**src/rtl/assert_macros.svh**
```systemverilog
// Assertion macros used by the top level of the block pool allocator.
`ifndef ASSERT_MACROS_SVH
`define ASSERT_MACROS_SVH
`ifndef SYNTH
// A property that must hold at every clock edge outside reset.
`define FBFL_ASSERT(lbl, prop, msg) \
    lbl: assert property (@(posedge clk) disable iff (!rst_n) prop) else $error(msg);
// A condition that must never be seen at a clock edge outside reset.
`define FBFL_ASSERT_NEVER(lbl, cond, msg) \
    lbl: assert property (@(posedge clk) disable iff (!rst_n) !(cond)) else $error(msg);
`else
`define FBFL_ASSERT(lbl, prop, msg)
`define FBFL_ASSERT_NEVER(lbl, cond, msg)
`endif
`endif

```
**src/rtl/fbfl_pkg.sv**
```systemverilog
// Shared constants, types and helper functions of the block pool allocator.
package fbfl_pkg;

    // Pool geometry.
    localparam int MAX_BLOCKS      = 1024;
    localparam int ALIGN_BYTES     = 16;
    localparam int MIN_BLOCK_BYTES = 16;
    localparam int MAX_BLOCK_BYTES = 4096;

    // Field and storage widths.
    localparam int IDX_W      = $clog2(MAX_BLOCKS);
    localparam int LINK_W     = IDX_W + 1;
    localparam int CNT_W      = 11;
    localparam int BYTES_W    = 13;
    localparam int TOTAL_W    = 11;
    localparam int OFF_W      = 22;
    localparam int END_W      = OFF_W + 1;
    localparam int DSH_W      = BYTES_W + IDX_W - 1;
    localparam int STEP_W     = $clog2(IDX_W);
    localparam int CMD_W      = 2;
    localparam int STATUS_W   = 2;
    localparam int CFG_IDX_W  = 2;
    localparam int CFG_DATA_W = 13;

    // The link value that ends the free list.
    localparam logic [LINK_W-1:0] NULL_LINK = LINK_W'(MAX_BLOCKS);

    // Command codes.
    localparam logic [CMD_W-1:0] CMD_ALLOC = 2'd0;
    localparam logic [CMD_W-1:0] CMD_FREE  = 2'd1;
    localparam logic [CMD_W-1:0] CMD_RESET = 2'd2;

    // Status codes.
    localparam logic [STATUS_W-1:0] ST_OK       = 2'd0;
    localparam logic [STATUS_W-1:0] ST_EMPTY    = 2'd1;
    localparam logic [STATUS_W-1:0] ST_RANGE    = 2'd2;
    localparam logic [STATUS_W-1:0] ST_MISALIGN = 2'd3;

    // Configuration register indexes.
    localparam logic [CFG_IDX_W-1:0] CFG_BLOCK_BYTES = 2'd0;
    localparam logic [CFG_IDX_W-1:0] CFG_BLOCK_TOTAL = 2'd1;

    // Link memory access from the controller.
    typedef struct packed {
        logic              wr_en;
        logic [IDX_W-1:0]  wr_addr;
        logic [LINK_W-1:0] wr_data;
        logic              rd_en;
        logic [IDX_W-1:0]  rd_addr;
    } mem_req_t;

    // Divider start request.
    typedef struct packed {
        logic               start;
        logic [OFF_W-1:0]   dividend;
        logic [BYTES_W-1:0] divisor;
    } div_req_t;

    // Divider result, valid while done is high.
    typedef struct packed {
        logic               done;
        logic [IDX_W-1:0]   quot;
        logic [BYTES_W-1:0] rem;
    } div_rsp_t;

    // Clamp the requested block size and round it up to the alignment.
    function automatic logic [BYTES_W-1:0] round_size(input logic [BYTES_W-1:0] raw);
        logic [BYTES_W-1:0] s;
        s = raw;
        if (s < BYTES_W'(MIN_BLOCK_BYTES)) s = BYTES_W'(MIN_BLOCK_BYTES);
        if (s > BYTES_W'(MAX_BLOCK_BYTES)) s = BYTES_W'(MAX_BLOCK_BYTES);
        // The alignment is a power of two, so rounding up is an add and a mask.
        return (s + BYTES_W'(ALIGN_BYTES - 1)) & ~BYTES_W'(ALIGN_BYTES - 1);
    endfunction

    // Clamp the requested block count to one through the pool capacity.
    function automatic logic [TOTAL_W-1:0] clamp_total(input logic [TOTAL_W-1:0] raw);
        logic [TOTAL_W-1:0] t;
        t = raw;
        if (t == '0) t = TOTAL_W'(1);
        if (t > TOTAL_W'(MAX_BLOCKS)) t = TOTAL_W'(MAX_BLOCKS);
        return t;
    endfunction

endpackage

```
**src/rtl/fbfl_div.sv**
```systemverilog
// Iterative restoring divider that turns a byte offset into a block index and remainder.
module fbfl_div (
    input  logic               clk,
    input  logic               rst_n,
    input  fbfl_pkg::div_req_t req,
    output fbfl_pkg::div_rsp_t rsp
);

    logic                           busy_reg;
    logic                           busy_next;
    logic                           done_reg;
    logic                           done_next;
    logic [fbfl_pkg::STEP_W-1:0]    step_reg;
    logic [fbfl_pkg::STEP_W-1:0]    step_next;
    logic [fbfl_pkg::OFF_W-1:0]     rem_reg;
    logic [fbfl_pkg::OFF_W-1:0]     rem_next;
    logic [fbfl_pkg::DSH_W-1:0]     dsh_reg;
    logic [fbfl_pkg::DSH_W-1:0]     dsh_next;
    logic [fbfl_pkg::IDX_W-1:0]     quot_reg;
    logic [fbfl_pkg::IDX_W-1:0]     quot_next;
    logic                           fits;

    // The dividend is below divisor times the pool capacity, so one quotient
    // bit per cycle over the index width is enough.
    assign fits = (rem_reg >= fbfl_pkg::OFF_W'(dsh_reg));

    always_comb
    begin
        busy_next = busy_reg;
        done_next = 1'b0;
        step_next = step_reg;
        rem_next  = rem_reg;
        dsh_next  = dsh_reg;
        quot_next = quot_reg;
        if (req.start)
        begin
            busy_next = 1'b1;
            step_next = fbfl_pkg::STEP_W'(fbfl_pkg::IDX_W - 1);
            rem_next  = req.dividend;
            dsh_next  = fbfl_pkg::DSH_W'(req.divisor) << (fbfl_pkg::IDX_W - 1);
            quot_next = '0;
        end
        else if (busy_reg)
        begin
            if (fits)
            begin
                rem_next = rem_reg - fbfl_pkg::OFF_W'(dsh_reg);
            end
            quot_next = {quot_reg[fbfl_pkg::IDX_W-2:0], fits};
            dsh_next  = dsh_reg >> 1;
            if (step_reg == '0)
            begin
                busy_next = 1'b0;
                done_next = 1'b1;
            end
            else
            begin
                step_next = step_reg - 1'b1;
            end
        end
    end

    // Control state.
    always_ff @(posedge clk or negedge rst_n)
    begin
        if (!rst_n)
        begin
            busy_reg <= 1'b0;
            done_reg <= 1'b0;
            step_reg <= '0;
        end
        else
        begin
            busy_reg <= busy_next;
            done_reg <= done_next;
            step_reg <= step_next;
        end
    end

    // Datapath registers.
    always_ff @(posedge clk)
    begin
        rem_reg  <= rem_next;
        dsh_reg  <= dsh_next;
        quot_reg <= quot_next;
    end

    assign rsp.done = done_reg;
    assign rsp.quot = quot_reg;
    assign rsp.rem  = rem_reg[fbfl_pkg::BYTES_W-1:0];

endmodule

```
**config.mk**
```make
export PLATFORM = sky130hd
export DESIGN_NAME = fbfl_div
export DESIGN_NICKNAME = d
export VERILOG_FILES = /design/src/rtl/assert_macros.svh /design/src/rtl/fbfl_pkg.sv /design/src/rtl/fbfl_div.sv
export SDC_FILE = /design/constraint.sdc
export NUM_CORES = 1
export LEC_CHECK = 0
export ABC_AREA = 1
export BUFFER_PORTS_ARGS = -buffer_cell sky130_fd_sc_hd__buf_2
export CORE_MARGIN = 2
export CORE_UTILIZATION = 48
export CTS_BUF_LIST = sky130_fd_sc_hd__clkbuf_8
export CTS_CLUSTER_SIZE = 28
export DETAILED_ROUTE_END_ITERATION = 10
export PLACE_DENSITY_LB_ADDON = 0.08
export RECOVER_POWER = 50
export SKIP_LAST_GASP = 1
export SLEW_MARGIN = 20
export SYNTH_ARGS = -nofsm -noshare
export SYNTH_HDL_FRONTEND = slang
export SYNTH_SLANG_ARGS = --single-unit
```
**constraint.sdc**
```tcl
create_clock -name clk -period 3.1 [get_ports clk]
set_clock_uncertainty 0.15 [all_clocks]
set_input_delay 0.62 -clock clk [delete_from_list [all_inputs] [get_ports clk]]
set_output_delay 0.62 -clock clk [all_outputs]
set_load 0.1 [all_outputs]
```
# Yosys cells after proc, flatten, opt, wreduce, memory -nomap -nowiden
# Cells that the tools add are included.
[totals] elab_cells=30 output_inout_bits=24 register_bits=60 input_bits=38
[classes] n_addsub=2 n_reduce_logical=5 magnitude_cmp=1 n_eq_ne=1 muxes=14
[ops] operator="22-bit 2-to-1 mux" n=5
[ops] operator="22-bit greater-or-equal comparator" n=1
[ops] operator="22-bit subtractor" n=1
[ops] operator="4-bit 2-to-1 mux" n=3
[ops] operator="1-bit 2-to-1 mux" n=6
[ops] operator="4-bit logical NOT" n=1
[ops] operator="2-bit AND reduction" n=2
[ops] operator="2-bit nonzero test" n=2
[ops] operator="4-bit by 1-bit subtractor with 4-bit output, second input constant" n=1
[ops] operator="2-bit != test, second input constant" n=1

# Depth between registers and ports, before layout
# Gate-level depths: netlist of the first run.
[logic_depth] ltp_word=4 depth_mapped=13 mapped_depth_nobuf=13

# Worst setup path before layout of the first run
# Ideal clock, no wire load.
[synth_timing] path_kind="reg-to-reg" startpoint="register rem_reg[0] (netlist bit)" endpoint="register rem_reg[0] (netlist bit), enable pin" arrival_time_ns=2.016 path_buffers=0 stages_incl_launch_ff=13 period_less_slack_ns=2.545 setup_ns=0.379 path_slack_ns=0.555 t_required_ns=2.571 path_cell_list="edfxtp_1 -> inv_1 -> ha_1 -> fa_1 -> inv_1 -> nand3_1 -> nand3_2 -> nand2_1 -> nand2_1 -> nand2_1 -> nand4_1 -> nand2_1 -> nand2_1"
[synth_via] elab_chain_cells=3
[synth_rtl] item="from (decl)" line_no="fbfl_div.sv:15" rtl="logic [fbfl_pkg::OFF_W-1:0] rem_reg;"
[synth_rtl] item="from (signal assigned)" line_no="fbfl_div.sv:83" rtl="rem_reg <= rem_next;"
[synth_rtl] item="22-bit greater-or-equal comparator" line_no="fbfl_div.sv:25" rtl="assign fits = (rem_reg >= fbfl_pkg::OFF_W'(dsh_reg));"
[synth_rtl] item="2-bit nonzero test (no line)"
[synth_rtl] item="2-bit AND reduction (no line)"
# Every way passes these cells.
# A chain may end at the register's enable or synchronous reset.

# Worst setup path in the final report of the first run
[layout_timing] startpoint="input req[35] (netlist bit)" endpoint="register dsh_reg[13] (netlist bit), enable pin"
[layout_via] elab_chain_cells=1
[layout_rtl] item="from (decl)" line_no="fbfl_div.sv:5" rtl="input fbfl_pkg::div_req_t req,"
[layout_rtl] item="2-bit nonzero test (no line)"
[layout_rtl] item="to (signal assigned)" line_no="fbfl_div.sv:84" rtl="dsh_reg <= dsh_next;"
[layout_rtl] item="to (decl)" line_no="fbfl_div.sv:17" rtl="logic [fbfl_pkg::DSH_W-1:0] dsh_reg;"
# Every way passes these cells.

==> results.cfg, run 1 <==
[routing]
drt_iter0_drc = 137
wl_per_cell_microns = 12.7
wl_microns = 9270
ant_nets = 0
drc = 0
avgViaCountPerCell = 4.83
vias = 3524
dr.pass1.iters = 4

[grt]
overflow = 0
gr-usage-all-layers_pct = 21.2
antenna_found_initial = 0
first_global_vias = 3311
grt_start_max_net_pins = 23
grt_pass1_wl_microns = 15100

[timing]
worst_pin_slew_ps = 1180
drv_slew = 0
fmax_mhz = 374
hold_ws_ps = 341
rsz0062_at_grt = no
finalCriticalPeriod_ps = 2670
hold_viol_final = 0
relSlewSlack_pct = 21.7
setup_viol = 0
totalNegativeSetupSlack_ps = 0
finalCritPeriodShare_pct = 86.2
setup_slack_ps = 426

[cts]
cts_max_path_buffers = 2
post_cts_resized = 0
clk_latency_ps = 340
cts_made_buffers = 9
cts_tree = built
clock-sinks = 60
clk_pin_slew_worst_paths_ps = 70
cts.root.buffer_cell = clkbuf_8
postCtsSetupBuffers = 0
h-tree-depth = 3

[cells_and_area]
final_util_pct = 56.1
syn2layout_area_growth_pct = 13.5
num_antenna_cells = 0
nets = 682
final_cells = 729
final_cell_area_sq_um = 4610
n_fill_cell = 834
drive_gt1_share_pct = 14.9

[setup_path]
start_kind = primary input
criticalPathCategory = in2reg
cp_max_fo = 22
arrival_ps = 2520
cpPeakStageDelay_ps = 730
cp-end-kind = flop
cp.required_ps = 2940
worstPathCellList = clkbuf_1 -> nor2_1 -> inv_1 -> clkbuf_2
critPathSlowestCell = clkbuf_1

[floorplan]
start_util_pct = 49.4
boundaryPins = 62
fp.dieW_microns = 96.0
core-area_sq_um = 8220
rows = 33
die_height_microns = 96.0
dieArea_sq_um = 9210

[synthesis]
syn_nets = 629
yosys_warnings = 0
yosysSeqAreaShare_pct = 39.0
synth_xor_area_share_pct = 0.431
synthMuxAreaShare_pct = 0
yosys.cell_types.count = 30
synth-compound-area-share_pct = 8.69
synth_fa_ha_area_share_pct = 7.89
synth_area_sq_um = 4060
synth_seq_cells = 60
synthCells = 566
synthSimpleGateAreaFrac_pct = 30.9
syn_area_per_cell_sq_um = 7.17
synth_top_family_by_area = simple AND/OR/NAND/NOR gates

[power]
power_mw = 5.51
powerDensity_nw_per_um2 = 1200
vdd_drop_max_mv = 0.585
power.leakage_nw = 2.31

[flow_run]
drv_cap = 0

[status]
status = finished clean

[placed_design]
portBuffers = 61
hpwlAfterDp_microns = 7200
pre_cts_slack_ps = 508
placed_cells = 712
placed_area_sq_um = 4380
gp_congestion = 0.959

[worst_hold_path]
hold_path.class = reg2reg
metal layers:
layer  vias to the layer above  global-route usage [%]  share of wire (%)
met3                        15                    3.60                4.0
met5                         -                       0                  0
met2                        75                    35.5                 45
met4                         0                    8.45                2.0
met1                      1551                    27.2                 49
li1                       1883                       -                  -
cell type report:
class,count,area (sq um),area share [%]
clock inverters,6,111,2.42
clock buffers,10,138,2.99
flip-flops and latches,60,1580,34.3
well taps,105,131,2.85
inverters,102,383,8.31
repair buffers,67,323,7.01
multi-input cells,379,1940,42.1
worst paths after layout:
kind / start / end / slack [ps] / cells past startpoint
worst min-delay path: quot_reg[9]$_SDFFE_PP0P_ / quot_reg[9]$_SDFFE_PP0P_ / 340 / 2
min in group asynchronous: rst_n / step_reg[0]$_DFFE_PN0P_ / 520 / 2
worst max register to register: rem_reg[0]$_DFFE_PP_ / rem_reg[10]$_DFFE_PP_ / 480 / 13
worst min register to register: quot_reg[9]$_SDFFE_PP0P_ / quot_reg[9]$_SDFFE_PP0P_ / 340 / 2
max in group asynchronous: rst_n / step_reg[3]$_DFFE_PN0P_ / 2020 / 2
worst max-delay path: req[35] / dsh_reg[13]$_DFFE_PP_ / 430 / 4
layout by cell type, fill, tap and decap left out, drive strengths merged:
| master | netlist | final |
|---|---|---|
| nand2 | 197 | 197 |
| inv | 102 | 102 |
| buf | 17 | 45 |
| nor2 | 37 | 37 |
| nand3 | 36 | 36 |
| edfxtp | 35 | 35 |
| clkbuf | 8 | 31 |
| o21ai | 26 | 26 |
| ha | 24 | 24 |
| a21oi | 20 | 20 |
| dfxtp | 19 | 19 |
| o22ai | 16 | 16 |
| nand4 | 6 | 6 |
| dfrtp | 6 | 6 |
| nand3b | 5 | 5 |
| or2 | 5 | 5 |
| bufinv | 0 | 3 |
| nor3 | 3 | 3 |
| xnor2 | 2 | 2 |
| clkinv | 0 | 2 |
| o21bai | 1 | 1 |
| fa | 1 | 1 |
| clkinvlp | 0 | 1 |
| dlygate4sd3 | 0 | 1 |
cell families after synthesis:
kind of cell | after synthesis
xor+xnor | 2
flops | 60
buf+inv | 127
fa+ha+maj | 25
compound gates | 63
simple gates | 289
critical path: cells and delay by family:
family	cells	cell delay, ps
buffers and inverters	3	1700
AND/OR/NAND/NOR	1	200
cells in the mapped netlist (all sizes together):
library cell    n  area share (%)
inv           102             9.4
a21oi          20             2.8
o21ai          26             3.2
nand4           6            0.92
dfrtp           6             3.7
o22ai          16             2.5
nand3b          5            0.92
or2             5            0.77
nor2           37             4.2
dfxtp          19             9.4
nand3          36             4.7
clkbuf          8            0.74
o21bai          1            0.18
fa              1            0.49
ha             24             7.4
edfxtp         35              26
buf            17             3.0
nand2         197              19
nor3            3            0.49
xnor2           2            0.43
repair_timing:
action | in CTS | in global routing
hold buffers | 1 | 0
hold endpoints to repair | 6 | 0
setup endpoints to repair | 0 | 0
where the power goes:
part | total (mW) | internal, mW | switching (mW)
sequential | 1.27 | 1.17 | 0.100
combinational | 3.36 | 0.922 | 2.44
clock | 0.881 | 0.556 | 0.326
Power figures use the tool's default switching activity.
==> run 2: changes to the inputs <==
==> constraint.sdc (replaced) <==
create_clock -name clk -period 3.1 [get_ports clk]
set_clock_uncertainty 0.15 [all_clocks]
set_input_delay 0.155 -clock clk [delete_from_list [all_inputs] [get_ports clk]]
set_output_delay 0.155 -clock clk [all_outputs]
set_load 0.1 [all_outputs]
==> run 2 against run 1 <==
Compared with the run above:
- setup slack improved by 100 ps
- critical path depth grew 9
- routed wire length rose by 3.1%
- sequential power barely moved
- flip-flop and latch count unchanged
- global-route usage is 1.3 points higher
- cell area is 6.6% higher
- clock power down 16%
- first-iteration DRC count rose by 34%
- hold slack worse by 160 ps
- critical endpoint is now rem_reg[10]$_DFFE_PP_
- highest routed layer unchanged
==> results.cfg, run 2 (same netlist as run 1, synthesis figures left out) <==
[cts]
cts_max_path_buffers = 2
postCtsSetupBuffers = 0
clock-sinks = 60
clk_pin_slew_worst_paths_ps = 80
cts_tree = built
cts_made_buffers = 9
cts.root.buffer_cell = clkbuf_8
post_cts_resized = 0
h-tree-depth = 3
clk_latency_ps = 340

[status]
status = finished clean

[power]
power.leakage_nw = 2.43
powerDensity_nw_per_um2 = 1100
vdd_drop_max_mv = 0.437

[floorplan]
rows = 33
die_height_microns = 96.0
core-area_sq_um = 8220
boundaryPins = 62
start_util_pct = 49.4
dieArea_sq_um = 9210
fp.dieW_microns = 96.0

[setup_path]
worstSetupStartpoint = rem_reg[0]$_DFFE_PP_
start_kind = flop
worst-path-stages = 13
worstRegToRegCells = 13
r2r-end = rem_reg[10]$_DFFE_PP_
r2r_slack_ps = 530
critPathSlowestCell = fa_1
worstReg2RegStart = rem_reg[0]$_DFFE_PP_
criticalPathCategory = reg2reg
critical_path.top_delay_family = simple AND/OR/NAND/NOR gates
cp.required_ps = 2960
cp_max_fo = 22
arrival_ps = 2430
crit_top_cell = nand2_1
worstPathCellList = inv_1 -> ha_1 -> fa_1 -> inv_1 -> nand3_1 -> nand3_2 -> nand2_1 -> nand2_1 -> nand2_1 -> nand4_1 -> nand2_1 -> nand2_1 -> buf_4
crit_buf_inv = 3
cpPeakStageDelay_ps = 360
critPathCapture = rem_reg[10]$_DFFE_PP_
cp-end-kind = flop

[placed_design]
hpwlAfterDp_microns = 7090
portBuffers = 61
gp_congestion = 0.963
pre_cts_slack_ps = 541
placed_area_sq_um = 4380

[cells_and_area]
drive_gt1_share_pct = 13.2
multi_input_area_sq_um = 1940
seqCellArea_sq_um = 1580
n_fill_cell = 764
final_util_pct = 59.8
syn2layout_area_growth_pct = 21.0
most-common-layout-cells = nand2_1 (186), inv_1 (100), dlygate4sd3_1 (37), buf_2 (37), edfxtp_1 (35)
final_cell_area_sq_um = 4910
num_antenna_cells = 0
nets = 717
layout_commonest_cell = nand2_1

[grt]
antenna_found_initial = 0
grt_start_max_net_pins = 31
overflow = 0
grt_pass1_wl_microns = 15900
first_global_vias = 3418
gr-usage-all-layers_pct = 22.5

[routing]
drt_iter0_drc = 183
wl_microns = 9560
vias = 3670
dr.pass1.iters = 4
ant_nets = 0
drc = 0
avgViaCountPerCell = 4.80
wl_per_cell_microns = 12.5

[timing]
setup_viol = 0
totalNegativeSetupSlack_ps = 0
finalCritPeriodShare_pct = 82.9
finalCriticalPeriod_ps = 2570
worst_pin_slew_ps = 1210
drv_slew = 0
setup_slack_ps = 530
hold_viol_final = 0
rsz0062_at_grt = no
relSlewSlack_pct = 19.6
fmax_mhz = 389

[worst_hold_path]
hold_path.class = in2reg

[flow_run]
drv_cap = 0
[run 2: cell count changes in the layout (fill, tap and decap cells not counted)]
cell           before  now
dlygate4sd3_1       1   37
buf_2              42   37
clkbuf_1           20   24
bufinv_16           3    1
buf_4               3    4
clkbuf_2            1    0
clkbuf_8           10   11
clkinv_2            1    2
clkinv_4            1    0
clkinvlp_4          1    0
inv_1              99  100
inv_4               0    1
[run 2: worst register-to-register path: cells and delay by family, from the launching register on]
family,cells,cell delay (ps)
fa+ha+maj,2,580
buf+inv,3,480
flops,1,350
simple gates,8,670
[run 2: cell type report]
type,count,area share (%)
clock buffers,11,3.08
clock inverters,5,1.02
inverters,102,7.79
multi-input cells,379,39.5
flip-flops and latches,60,32.2
well taps,105,2.67
repair buffers,102,13.8
[run 2: power breakdown]
| part | switching (mW) | internal, mW | total [mW] |
|---|---|---|---|
| sequential | 0.0995 | 1.17 | 1.27 |
| clock | 0.326 | 0.410 | 0.736 |
| combinational | 2.44 | 0.938 | 3.38 |
[run 2: stage by stage]
| stage | cells | hold slack [ps] | power (mW) |
|---|---|---|---|
| global placement | 711 | -166 | 4.62 |
| CTS | 764 | 197 | 5.44 |
| floorplan | 566 | -291 | 4.11 |
| global route | 764 | 241 | 5.88 |
| finish | 764 | 176 | 5.39 |
| detailed placement | 711 | -165 | 4.66 |
[run 2: what timing repair did]
| action | 4_1_cts | 5_1_grt |
|---|---|---|
| setup endpoints to repair | 0 | 0 |
| hold buffers | 37 | 0 |
| hold endpoints to repair | 41 | 0 |
[run 2: how the worst min path moves through the flow]
stage | from | end | depth (start not counted)
after floorplan | rst_n | busy_reg$_DFF_PN0_ | 0
after global placement | rst_n | done_reg$_DFF_PN0_ | 1
after detailed placement | rst_n | step_reg[1]$_DFFE_PN0P_ | 1
after CTS | req[35] | step_reg[3]$_DFFE_PN0P_ | 3
after global routing | req[35] | step_reg[3]$_DFFE_PN0P_ | 3
final | req[35] | step_reg[3]$_DFFE_PN0P_ | 3
[run 2: per-layer routing]
layer  up-vias  track usage [%]  wire length [microns]
met1      1626             30.0                   4670
met5         -                0                      0
met2        79             37.6                   4360
met4         0             7.86                     96
met3         7             3.21                    436
li1       1958                -                      -
