==> config.mk <==
export PLATFORM = sky130hd
export DESIGN_NAME = fbfl_ctrl
export DESIGN_NICKNAME = d
export VERILOG_FILES = /design/src/rtl/assert_macros.svh /design/src/rtl/fbfl_pkg.sv /design/src/rtl/fbfl_ctrl.sv
export SDC_FILE = /design/constraint.sdc
export NUM_CORES = 1
export LEC_CHECK = 0
export BUFFER_PORTS_ARGS = -buffer_cell sky130_fd_sc_hd__buf_2
export CAP_MARGIN = 20
export CORE_UTILIZATION = 50
export DETAILED_ROUTE_END_ITERATION = 6
export PLACE_DENSITY = 0.73
export SETUP_SLACK_MARGIN = 0.1
export SLEW_MARGIN = 40
export SYNTH_ARGS = -nofsm -noshare
export SYNTH_HDL_FRONTEND = slang
export SYNTH_SLANG_ARGS = --single-unit
==> constraint.sdc <==
create_clock -name clk -period 4.6 [get_ports clk]
set_clock_uncertainty 0.05 [all_clocks]
set_input_delay 1.38 -clock clk [delete_from_list [all_inputs] [get_ports clk]]
set_output_delay 1.38 -clock clk [all_outputs]
set_load 0.05 [all_outputs]
==> src/rtl/assert_macros.svh <==
// Assertion macros used by the top level of the block pool allocator.
`ifndef ASSERT_MACROS_SVH
`define ASSERT_MACROS_SVH
`ifndef SYNTH
// A property that must hold at every clock edge outside reset.
`define FBFL_ASSERT(lbl, prop, msg) \
    lbl: assert property (@(posedge clk) disable iff (!rst_n) prop) else $error(msg);
// A condition that must never be seen at a clock edge outside reset.
`define FBFL_ASSERT_NEVER(lbl, cond, msg) \
    lbl: assert property (@(posedge clk) disable iff (!rst_n) !(cond)) else $error(msg);
`else
`define FBFL_ASSERT(lbl, prop, msg)
`define FBFL_ASSERT_NEVER(lbl, cond, msg)
`endif
`endif

==> src/rtl/fbfl_pkg.sv <==
// Shared constants, types and helper functions of the block pool allocator.
package fbfl_pkg;

    // Pool geometry.
    localparam int MAX_BLOCKS      = 1024;
    localparam int ALIGN_BYTES     = 16;
    localparam int MIN_BLOCK_BYTES = 16;
    localparam int MAX_BLOCK_BYTES = 4096;

    // Field and storage widths.
    localparam int IDX_W      = $clog2(MAX_BLOCKS);
    localparam int LINK_W     = IDX_W + 1;
    localparam int CNT_W      = 11;
    localparam int BYTES_W    = 13;
    localparam int TOTAL_W    = 11;
    localparam int OFF_W      = 22;
    localparam int END_W      = OFF_W + 1;
    localparam int DSH_W      = BYTES_W + IDX_W - 1;
    localparam int STEP_W     = $clog2(IDX_W);
    localparam int CMD_W      = 2;
    localparam int STATUS_W   = 2;
    localparam int CFG_IDX_W  = 2;
    localparam int CFG_DATA_W = 13;

    // The link value that ends the free list.
    localparam logic [LINK_W-1:0] NULL_LINK = LINK_W'(MAX_BLOCKS);

    // Command codes.
    localparam logic [CMD_W-1:0] CMD_ALLOC = 2'd0;
    localparam logic [CMD_W-1:0] CMD_FREE  = 2'd1;
    localparam logic [CMD_W-1:0] CMD_RESET = 2'd2;

    // Status codes.
    localparam logic [STATUS_W-1:0] ST_OK       = 2'd0;
    localparam logic [STATUS_W-1:0] ST_EMPTY    = 2'd1;
    localparam logic [STATUS_W-1:0] ST_RANGE    = 2'd2;
    localparam logic [STATUS_W-1:0] ST_MISALIGN = 2'd3;

    // Configuration register indexes.
    localparam logic [CFG_IDX_W-1:0] CFG_BLOCK_BYTES = 2'd0;
    localparam logic [CFG_IDX_W-1:0] CFG_BLOCK_TOTAL = 2'd1;

    // Link memory access from the controller.
    typedef struct packed {
        logic              wr_en;
        logic [IDX_W-1:0]  wr_addr;
        logic [LINK_W-1:0] wr_data;
        logic              rd_en;
        logic [IDX_W-1:0]  rd_addr;
    } mem_req_t;

    // Divider start request.
    typedef struct packed {
        logic               start;
        logic [OFF_W-1:0]   dividend;
        logic [BYTES_W-1:0] divisor;
    } div_req_t;

    // Divider result, valid while done is high.
    typedef struct packed {
        logic               done;
        logic [IDX_W-1:0]   quot;
        logic [BYTES_W-1:0] rem;
    } div_rsp_t;

    // Clamp the requested block size and round it up to the alignment.
    function automatic logic [BYTES_W-1:0] round_size(input logic [BYTES_W-1:0] raw);
        logic [BYTES_W-1:0] s;
        s = raw;
        if (s < BYTES_W'(MIN_BLOCK_BYTES)) s = BYTES_W'(MIN_BLOCK_BYTES);
        if (s > BYTES_W'(MAX_BLOCK_BYTES)) s = BYTES_W'(MAX_BLOCK_BYTES);
        // The alignment is a power of two, so rounding up is an add and a mask.
        return (s + BYTES_W'(ALIGN_BYTES - 1)) & ~BYTES_W'(ALIGN_BYTES - 1);
    endfunction

    // Clamp the requested block count to one through the pool capacity.
    function automatic logic [TOTAL_W-1:0] clamp_total(input logic [TOTAL_W-1:0] raw);
        logic [TOTAL_W-1:0] t;
        t = raw;
        if (t == '0) t = TOTAL_W'(1);
        if (t > TOTAL_W'(MAX_BLOCKS)) t = TOTAL_W'(MAX_BLOCKS);
        return t;
    endfunction

endpackage

==> src/rtl/fbfl_ctrl.sv <==
// Command sequencer: list head, used count, link memory sweeps and the result register.
module fbfl_ctrl (
    input  logic                               clk,
    input  logic                               rst_n,
    input  logic                               in_valid,
    output logic                               in_ready,
    input  logic [fbfl_pkg::CMD_W-1:0]         cmd,
    input  logic [fbfl_pkg::OFF_W-1:0]         free_offset,
    output logic                               out_valid,
    input  logic                               out_ready,
    output logic [fbfl_pkg::STATUS_W-1:0]      status,
    output logic [fbfl_pkg::OFF_W-1:0]         block_offset,
    output logic [fbfl_pkg::IDX_W-1:0]         block_index,
    output logic [fbfl_pkg::CNT_W-1:0]         blocks_used,
    output logic [fbfl_pkg::CNT_W-1:0]         blocks_free,
    input  logic [fbfl_pkg::BYTES_W-1:0]       cfg_block_bytes,
    input  logic [fbfl_pkg::TOTAL_W-1:0]       cfg_block_total,
    output fbfl_pkg::mem_req_t                 mem_req,
    input  logic [fbfl_pkg::LINK_W-1:0]        mem_rd_data,
    output fbfl_pkg::div_req_t                 div_req,
    input  fbfl_pkg::div_rsp_t                 div_rsp
);

    // Sequencer states.
    localparam logic [2:0] S_CLEAR = 3'd0;
    localparam logic [2:0] S_IDLE  = 3'd1;
    localparam logic [2:0] S_ALLOC = 3'd2;
    localparam logic [2:0] S_DIV   = 3'd3;
    localparam logic [2:0] S_DONE  = 3'd4;

    logic [2:0]                      state_reg;
    logic [2:0]                      state_next;
    logic [fbfl_pkg::IDX_W-1:0]      clr_cnt_reg;
    logic [fbfl_pkg::IDX_W-1:0]      clr_cnt_next;
    logic                            clr_reply_reg;
    logic                            clr_reply_next;
    logic [fbfl_pkg::BYTES_W-1:0]    act_bytes_reg;
    logic [fbfl_pkg::BYTES_W-1:0]    act_bytes_next;
    logic [fbfl_pkg::TOTAL_W-1:0]    act_total_reg;
    logic [fbfl_pkg::TOTAL_W-1:0]    act_total_next;
    logic [fbfl_pkg::LINK_W-1:0]     head_reg;
    logic [fbfl_pkg::LINK_W-1:0]     head_next;
    logic [fbfl_pkg::CNT_W-1:0]      used_reg;
    logic [fbfl_pkg::CNT_W-1:0]      used_next;
    logic [fbfl_pkg::END_W-1:0]      end_reg;
    logic [fbfl_pkg::STATUS_W-1:0]   res_status_reg;
    logic [fbfl_pkg::STATUS_W-1:0]   res_status_next;
    logic [fbfl_pkg::OFF_W-1:0]      res_off_reg;
    logic [fbfl_pkg::OFF_W-1:0]      res_off_next;
    logic [fbfl_pkg::IDX_W-1:0]      res_idx_reg;
    logic [fbfl_pkg::IDX_W-1:0]      res_idx_next;
    logic                            out_valid_reg;
    logic                            out_valid_next;
    logic [fbfl_pkg::STATUS_W-1:0]   out_status_reg;
    logic [fbfl_pkg::OFF_W-1:0]      out_off_reg;
    logic [fbfl_pkg::IDX_W-1:0]      out_idx_reg;
    logic [fbfl_pkg::CNT_W-1:0]      out_used_reg;
    logic [fbfl_pkg::CNT_W-1:0]      out_free_reg;
    logic                            out_load;
    logic [fbfl_pkg::END_W-1:0]      alloc_prod;
    logic [fbfl_pkg::TOTAL_W-1:0]    new_total;

    assign in_ready   = (state_reg == S_IDLE);
    assign out_load   = (state_reg == S_DONE) && (!out_valid_reg || out_ready);
    assign alloc_prod = res_idx_reg * act_bytes_reg;
    assign new_total  = fbfl_pkg::clamp_total(cfg_block_total);

    // Command sequencing.
    always_comb
    begin
        state_next      = state_reg;
        clr_cnt_next    = clr_cnt_reg;
        clr_reply_next  = clr_reply_reg;
        act_bytes_next  = act_bytes_reg;
        act_total_next  = act_total_reg;
        head_next       = head_reg;
        used_next       = used_reg;
        res_status_next = res_status_reg;
        res_off_next    = res_off_reg;
        res_idx_next    = res_idx_reg;
        mem_req         = '0;
        div_req         = '0;
        unique case (state_reg)
            S_CLEAR:
            begin
                // Restore every link to point at the block below it; block zero ends the list.
                mem_req.wr_en   = 1'b1;
                mem_req.wr_addr = clr_cnt_reg;
                mem_req.wr_data = (clr_cnt_reg == '0) ? fbfl_pkg::NULL_LINK
                                : fbfl_pkg::LINK_W'(clr_cnt_reg) - 1'b1;
                if (clr_cnt_reg == fbfl_pkg::IDX_W'(fbfl_pkg::MAX_BLOCKS - 1))
                begin
                    clr_cnt_next = '0;
                    state_next   = clr_reply_reg ? S_DONE : S_IDLE;
                end
                else
                begin
                    clr_cnt_next = clr_cnt_reg + 1'b1;
                end
            end
            S_IDLE:
            begin
                if (in_valid)
                begin
                    res_status_next = fbfl_pkg::ST_OK;
                    res_off_next    = '0;
                    res_idx_next    = '0;
                    state_next      = S_DONE;
                    unique case (cmd)
                        fbfl_pkg::CMD_ALLOC:
                        begin
                            if (head_reg >= fbfl_pkg::LINK_W'(act_total_reg))
                            begin
                                res_status_next = fbfl_pkg::ST_EMPTY;
                            end
                            else
                            begin
                                mem_req.rd_en   = 1'b1;
                                mem_req.rd_addr = head_reg[fbfl_pkg::IDX_W-1:0];
                                res_idx_next    = head_reg[fbfl_pkg::IDX_W-1:0];
                                state_next      = S_ALLOC;
                            end
                        end
                        fbfl_pkg::CMD_FREE:
                        begin
                            if (fbfl_pkg::END_W'(free_offset) >= end_reg)
                            begin
                                res_status_next = fbfl_pkg::ST_RANGE;
                            end
                            else
                            begin
                                div_req.start    = 1'b1;
                                div_req.dividend = free_offset;
                                div_req.divisor  = act_bytes_reg;
                                state_next       = S_DIV;
                            end
                        end
                        fbfl_pkg::CMD_RESET:
                        begin
                            act_bytes_next = fbfl_pkg::round_size(cfg_block_bytes);
                            act_total_next = new_total;
                            head_next      = fbfl_pkg::LINK_W'(new_total) - 1'b1;
                            used_next      = '0;
                            clr_cnt_next   = '0;
                            clr_reply_next = 1'b1;
                            state_next     = S_CLEAR;
                        end
                        default:
                        begin
                            // The unused command only reports the counts.
                            state_next = S_DONE;
                        end
                    endcase
                end
            end
            S_ALLOC:
            begin
                // Link data of the popped block is back from memory.
                head_next    = mem_rd_data;
                res_off_next = alloc_prod[fbfl_pkg::OFF_W-1:0];
                if (used_reg < fbfl_pkg::CNT_W'(act_total_reg))
                begin
                    used_next = used_reg + 1'b1;
                end
                state_next = S_DONE;
            end
            S_DIV:
            begin
                if (div_rsp.done)
                begin
                    if (div_rsp.rem != '0)
                    begin
                        res_status_next = fbfl_pkg::ST_MISALIGN;
                    end
                    else
                    begin
                        // Push the freed block on the list.
                        mem_req.wr_en   = 1'b1;
                        mem_req.wr_addr = div_rsp.quot;
                        mem_req.wr_data = head_reg;
                        head_next       = fbfl_pkg::LINK_W'(div_rsp.quot);
                        res_idx_next    = div_rsp.quot;
                        if (used_reg != '0)
                        begin
                            used_next = used_reg - 1'b1;
                        end
                    end
                    state_next = S_DONE;
                end
            end
            S_DONE:
            begin
                if (out_load)
                begin
                    clr_reply_next = 1'b0;
                    state_next     = S_IDLE;
                end
            end
            default:
            begin
                state_next = S_IDLE;
            end
        endcase
    end

    // Output beat hand-off.
    always_comb
    begin
        out_valid_next = out_valid_reg;
        if (out_load)
        begin
            out_valid_next = 1'b1;
        end
        else if (out_ready)
        begin
            out_valid_next = 1'b0;
        end
    end

    // Control state; a hardware reset starts with a sweep of the link memory.
    always_ff @(posedge clk or negedge rst_n)
    begin
        if (!rst_n)
        begin
            state_reg     <= S_CLEAR;
            clr_cnt_reg   <= '0;
            clr_reply_reg <= 1'b0;
            act_bytes_reg <= fbfl_pkg::BYTES_W'(fbfl_pkg::MIN_BLOCK_BYTES);
            act_total_reg <= fbfl_pkg::TOTAL_W'(fbfl_pkg::MAX_BLOCKS);
            head_reg      <= fbfl_pkg::LINK_W'(fbfl_pkg::MAX_BLOCKS - 1);
            used_reg      <= '0;
            out_valid_reg <= 1'b0;
        end
        else
        begin
            state_reg     <= state_next;
            clr_cnt_reg   <= clr_cnt_next;
            clr_reply_reg <= clr_reply_next;
            act_bytes_reg <= act_bytes_next;
            act_total_reg <= act_total_next;
            head_reg      <= head_next;
            used_reg      <= used_next;
            out_valid_reg <= out_valid_next;
        end
    end

    // Result payload and the pool end; the end settles during the memory sweep.
    always_ff @(posedge clk)
    begin
        end_reg        <= act_bytes_reg * act_total_reg;
        res_status_reg <= res_status_next;
        res_off_reg    <= res_off_next;
        res_idx_reg    <= res_idx_next;
        if (out_load)
        begin
            out_status_reg <= res_status_reg;
            out_off_reg    <= res_off_reg;
            out_idx_reg    <= res_idx_reg;
            out_used_reg   <= used_reg;
            out_free_reg   <= (used_reg >= fbfl_pkg::CNT_W'(act_total_reg)) ? '0
                            : fbfl_pkg::CNT_W'(act_total_reg) - used_reg;
        end
    end

    assign out_valid    = out_valid_reg;
    assign status       = out_status_reg;
    assign block_offset = out_off_reg;
    assign block_index  = out_idx_reg;
    assign blocks_used  = out_used_reg;
    assign blocks_free  = out_free_reg;

endmodule

== Yosys cells after proc, flatten, opt, wreduce, memory -nomap -nowiden ==
Index checks and enable logic that the tools add are counted.

* $add $sub $neg: 7
* Multipliers: 2
* Magnitude comparators: 7
* Eq/ne operators: 16
* Muxes and demuxes: 68
* Reduce and logical (&&, ||, !) cells: 24

{| class="wikitable"
|+ Operators by type and width
! cell !! count
|-
| 11-bit 2-to-1 mux || 17
|-
| 36-bit 2-to-1 mux || 4
|-
| 13-bit 2-to-1 mux || 8
|-
| 22-bit one-hot mux with 2 select lines || 2
|-
| 10-bit 2-to-1 mux || 8
|-
| 22-bit 2-to-1 mux || 3
|-
| 11-bit one-hot mux with 3 select lines || 2
|-
| 10-bit one-hot mux with 2 select lines || 2
|-
| 22-bit by 23-bit greater-or-equal comparator with 1-bit output || 1
|-
| 11-bit greater-or-equal comparator || 2
|-
| 11-bit by 1-bit subtractor with 11-bit output (second input constant) || 2
|-
| 3-bit 2-to-1 mux || 7
|-
| 9-bit by 11-bit multiplier with 19-bit output || 1
|-
| 10-bit by 9-bit multiplier with 18-bit output || 1
|-
| 2-bit != test (second input constant) || 8
|-
| 4-bit AND reduction || 4
|-
| 3-bit one-hot mux with 5 select lines || 1
|-
| 13-bit by 4-bit adder with 13-bit output (second input constant) || 1
|-
| 13-bit greater-than comparator (second input constant) || 1
|-
| 13-bit by 5-bit < comparator with 1-bit output (second input constant) || 1
|-
| 13-bit nonzero test || 1
|-
| 11-bit by 1-bit adder with 11-bit output (second input constant) || 1
|-
| 11-bit greater-than comparator (second input constant) || 1
|-
| 11-bit zero test || 1
|-
| other kinds (29) || 44
|}

* Register bits: 166
* Output and inout bits: 127

== Depth between registers and ports, before layout ==
* Depth after elaboration: 11
* Mapped depth: 19
* Gate-level depth less buffers: 18

== Worst setup path after synthesis ==
Ideal clock, no wire load.

* Kind: input port to output port
* Start: input free_offset[13] in the netlist's numbering
* End: output div_req[26] in the netlist's numbering
* Arrival time: 3.857 ns
* Data required time: 3.170 ns
* Setup slack: -0.687 ns
* Stages: 9
* Cell sequence: ha_1 a21o_1 a21oi_1 nor2_1 nor4bb_1 a21oi_2 nor3b_2 clkbuf_1 and2_1

{| class="wikitable"
|+ RTL lines
! item !! line !! source
|-
| start, declared || fbfl_ctrl.sv:8 || <nowiki>input logic [fbfl_pkg::OFF_W-1:0] free_offset,</nowiki>
|-
| end, declared || fbfl_ctrl.sv:20 || <nowiki>output fbfl_pkg::div_req_t div_req,</nowiki>
|}

==> metrics.md <==
| Metric | Value |
|---|---|
| Psw | `4.02 mW` |
| Fin worst setup slack | `-0.300 ns` |
| Fin nets | `~2200` |
| Clock root buffer | `clkbuf_16` |
| CP peak stage delay | `between 0.4 and 0.5 ns` |
| CORE AREA | `~28000 um2` |
| Worst hold path type | `reg -> reg` |
| Worst setup EP type | `output pin` |
| Max-slew violation count | `0` |
| Area added between synthesis and finish | `30.4%` |
| Ys Warns | `0` |
| RSZ-0062 raised after global routing | `true` |
| Count leader, synth | `inv_1` |
| CTS tree | `yes` |
| CP Class | `in -> out` |
| Synth area leaders | `edfxtp_1, fa_1, ha_1` |
| Highest metal used | `met5` |
| Post-CTS Hold Buffers | `0` |
| DR iter-0 viols | `roughly 850` |
| Input/output buffers | `between 200 and 250` |
| GR Overflow Total | `0` |
| Ant. Diodes | `0` |
| Most frequent cells after synthesis | `inv_1, nand2_1, and2_1` |
| Post-Route WL | `between 40 and 50 mm` |
| Sequential power share | `0.253` |
| Synth top area share | `0.171` |
| Worst Tran Pin Value | `between 0.8 and 0.9 ns` |
| Leak | `between 8 and 9 nW` |
| Failing checks | `negative setup slack` |
| Startpoint Class | `primary input` |
| Arrival @ worst endpoint | `~3.5 ns` |
| Top cell type by total area after synthesis | `edfxtp_1` |
| Chip Width | `around 170 um` |
| Worst Path Required | `around 3.2 ns` |
| Drt first pass iters | `5` |
| Clock latency on the worst-skew pair | `0.44 ns` |
| Syn_area_per_cell | `between 9 and 10 um2` |
| Routed length per placed instance | `about 18 um` |
| Final ANT Viol Nets | `0` |
| Initial Util | `0.514` |
| Final Hold Fails | `0` |
| M1 wire length | `around 16 mm` |
| Critical hold path startpoint | `res_off_reg[19]` |
| Vias | `12290` |
| Total die area | `slightly below 30000 um2` |
| Worst Path Max Fanout | `7` |
| Predominant post-synthesis flop cell | `edfxtp_1` |
| RR Startpoint | `act_bytes_reg[4]` |
| Share of cells above drive strength 1 | `0.314` |
| Peak Freq | `204 MHz` |
| Met3 WL post-DR | `about 2.8 mm` |
| Final Setup Violations | `40` |
| Status | `finished, violations left` |
| First-pass GRT wire length | `about 63 mm` |
| Post-synth EDFFs | `82` |
| Max_cap viols | `0` |
| Routability Congestion | `between 0.9 and 1` |
| Synthesized cell area | `14400 um2` |
| Row count | `between 60 and 70` |
| Crit path cell chain | `buf_8 > ha_4 > or4b_4 > nor3_4 > o21ai_1 > nor4bb_4 > a21oi_2 > nor3b_4 > buf_6 > buf_4 > and2_4 > buf_6` |
| Initial antenna violation count | `1` |
| FILL cells | `2212` |
| Top Ports | `between 200 and 250` |
| CTS buffer count | `17` |
| Pin count of the biggest net entering global routing | `38` |
| Cell Pwr Density | `approximately 460 nW/um2` |
| Fin crit share | `1.07` |
| Crit-path slowest cell | `or4b_4` |
| Number of distinct library cells after synthesis | `between 60 and 70` |
| Seq/Total Area, Yosys | `0.297` |
| Synthesized instance count | `about 1600` |
| Total Negative Setup Slacks | `-8.44 ns` |
| Clk pwr share | `0.157` |
| VDD IR max | `0.000666 V` |
| DRC Markers | `0` |
| H-tree depth | `4` |
| Total power | `approximately 8.7 mW` |
| GRT Total Usage | `0.279` |
| Internal power | `about 4.7 mW` |
| Hold Slack | `0.368 ns` |
| FF+latch count, synth | `158` |
| Critical path origin | `free_offset[11]` |
| CTS Sinks | `158` |
| Combinational share of power | `0.590` |
| Final core occ | `0.670` |
| Number of global-route vias before repair | `12247` |
| Worst slew margin | `0.447` |
| Dpl hpwl | `approximately 30 mm` |
| Vias per cell | `roughly 5.4` |
| Most used cell, CP | `buf_6` |
| Max reg flops | `19` |
| WL met2 | `20.1 mm` |
| Crit path time final | `4.90 ns` |
| Die Y-Extent | `172 um` |
| Sw frac | `0.460` |
| Clock Tree Buf Depth | `2` |
| Clock transition at the registers of the reported paths | `about 0.060 ns` |
| Async set-reset flop share out of synthesis | `0.361` |
[cell families (layout without fill, tap and decap cells)]
| logic type | count (synthesis) | after routing | synth area share |
|---|---|---|---|
| XOR/XNOR | 61 | 61 | 0.0370 |
| buffers and inverters | 287 | 619 | 0.0772 |
| multiplexers | 16 | 16 | 0.0116 |
| adder cells (fa/ha/maj) | 248 | 248 | 0.278 |
| other | 1 | 8 | 0.000260 |
| AND/OR/NAND/NOR | 544 | 544 | 0.190 |
| AO/OA/AOI/OAI | 245 | 245 | 0.109 |
| flip-flops | 158 | 158 | 0.297 |
[area by class of cell]
type / count / area, um2 / share of cell area
tap: 378 / 473 / 0.0251
clock buffer: 18 / 439 / 0.0233
sequential: 158 / 4300 / 0.229
timing repair buffer: 374 / 2830 / 0.150
clock inverter: 13 / 114 / 0.00605
inverter: 214 / 803 / 0.0427
multi-input combinational: 1122 / 9870 / 0.524
[power by group through the flow]
stage	Sequential (mW)	Combinational, mW	Clock, mW
after floorplan	2.22	3.08	0
after global placement	2.24	4.37	0
after detailed placement	2.24	4.48	0
after CTS	2.20	4.85	1.39
after global routing	2.24	5.67	1.45
final	2.22	5.16	1.37
[routing by layer]
metal  GRT usage  vias up
met5           0        -
li1            -     5792
met3      0.0492       74
met4       0.104        2
met2       0.479      501
met1       0.350     5921
[repair_timing]
action	CTS	global route
endpoints found under the hold margin	0	0
gates resized for setup	163	113
pin swaps	80	61
endpoints found under the setup margin	60	78
cloned	1	0
setup buffers	30	20
[final timing paths]
kind	endpoint	slack [ns]	cells past startpoint
min reg2reg	block_offset[19]	0.37	0
min	block_offset[19]	0.37	0
max in group asynchronous	head_reg[5]	2.90	2
max	div_req[6]	-0.30	12
min in group asynchronous	head_reg[10]	0.88	1
max reg2reg	end_reg[22]	-0.15	18
[worst max-delay path, delay by kind of cell]
family | cells | cell delay, ns
AO/OA/AOI/OAI | 2 | 0.28
buffers and inverters | 4 | 0.54
adder cells (fa/ha/maj) | 1 | 0.25
AND/OR/NAND/NOR | 5 | 1.01
[cells in the final DEF, fill, tap and decap left out, types with 16 or more instances in the layout]
master     synthesis  layout
ha_4               0      27
edfxtp_1          82      82
buf_4              8     156
nand3_1           21      21
o21ai_0           87      72
clkbuf_16          0      17
nand2b_1          16      16
fa_1             121     116
and2_4             0      37
xnor2_1           38      38
nor3_1            24      20
and2_1           157     120
nor2_1            81      76
a21oi_1           43      31
nand2_1          173     163
buf_8              0      24
dfxtp_1           19      19
a22o_1            23      23
xor2_1            23      23
inv_2              0      21
buf_6              0      28
dfrtp_1           45      33
ha_1             127      98
inv_1            213     192
buf_2              5     156
[metrics by stage]
stage / worst slack [ns] / instances / instance area, um2
after floorplan: 0.0309 / 1567 / 14700
after global placement: -0.506 / 2200 / 16800
after detailed placement: -0.534 / 2200 / 16800
after CTS: -0.279 / 2261 / 18200
after global routing: -0.371 / 2277 / 18800
final: -0.300 / 2277 / 18800
(Power assumes the default switching activity.)
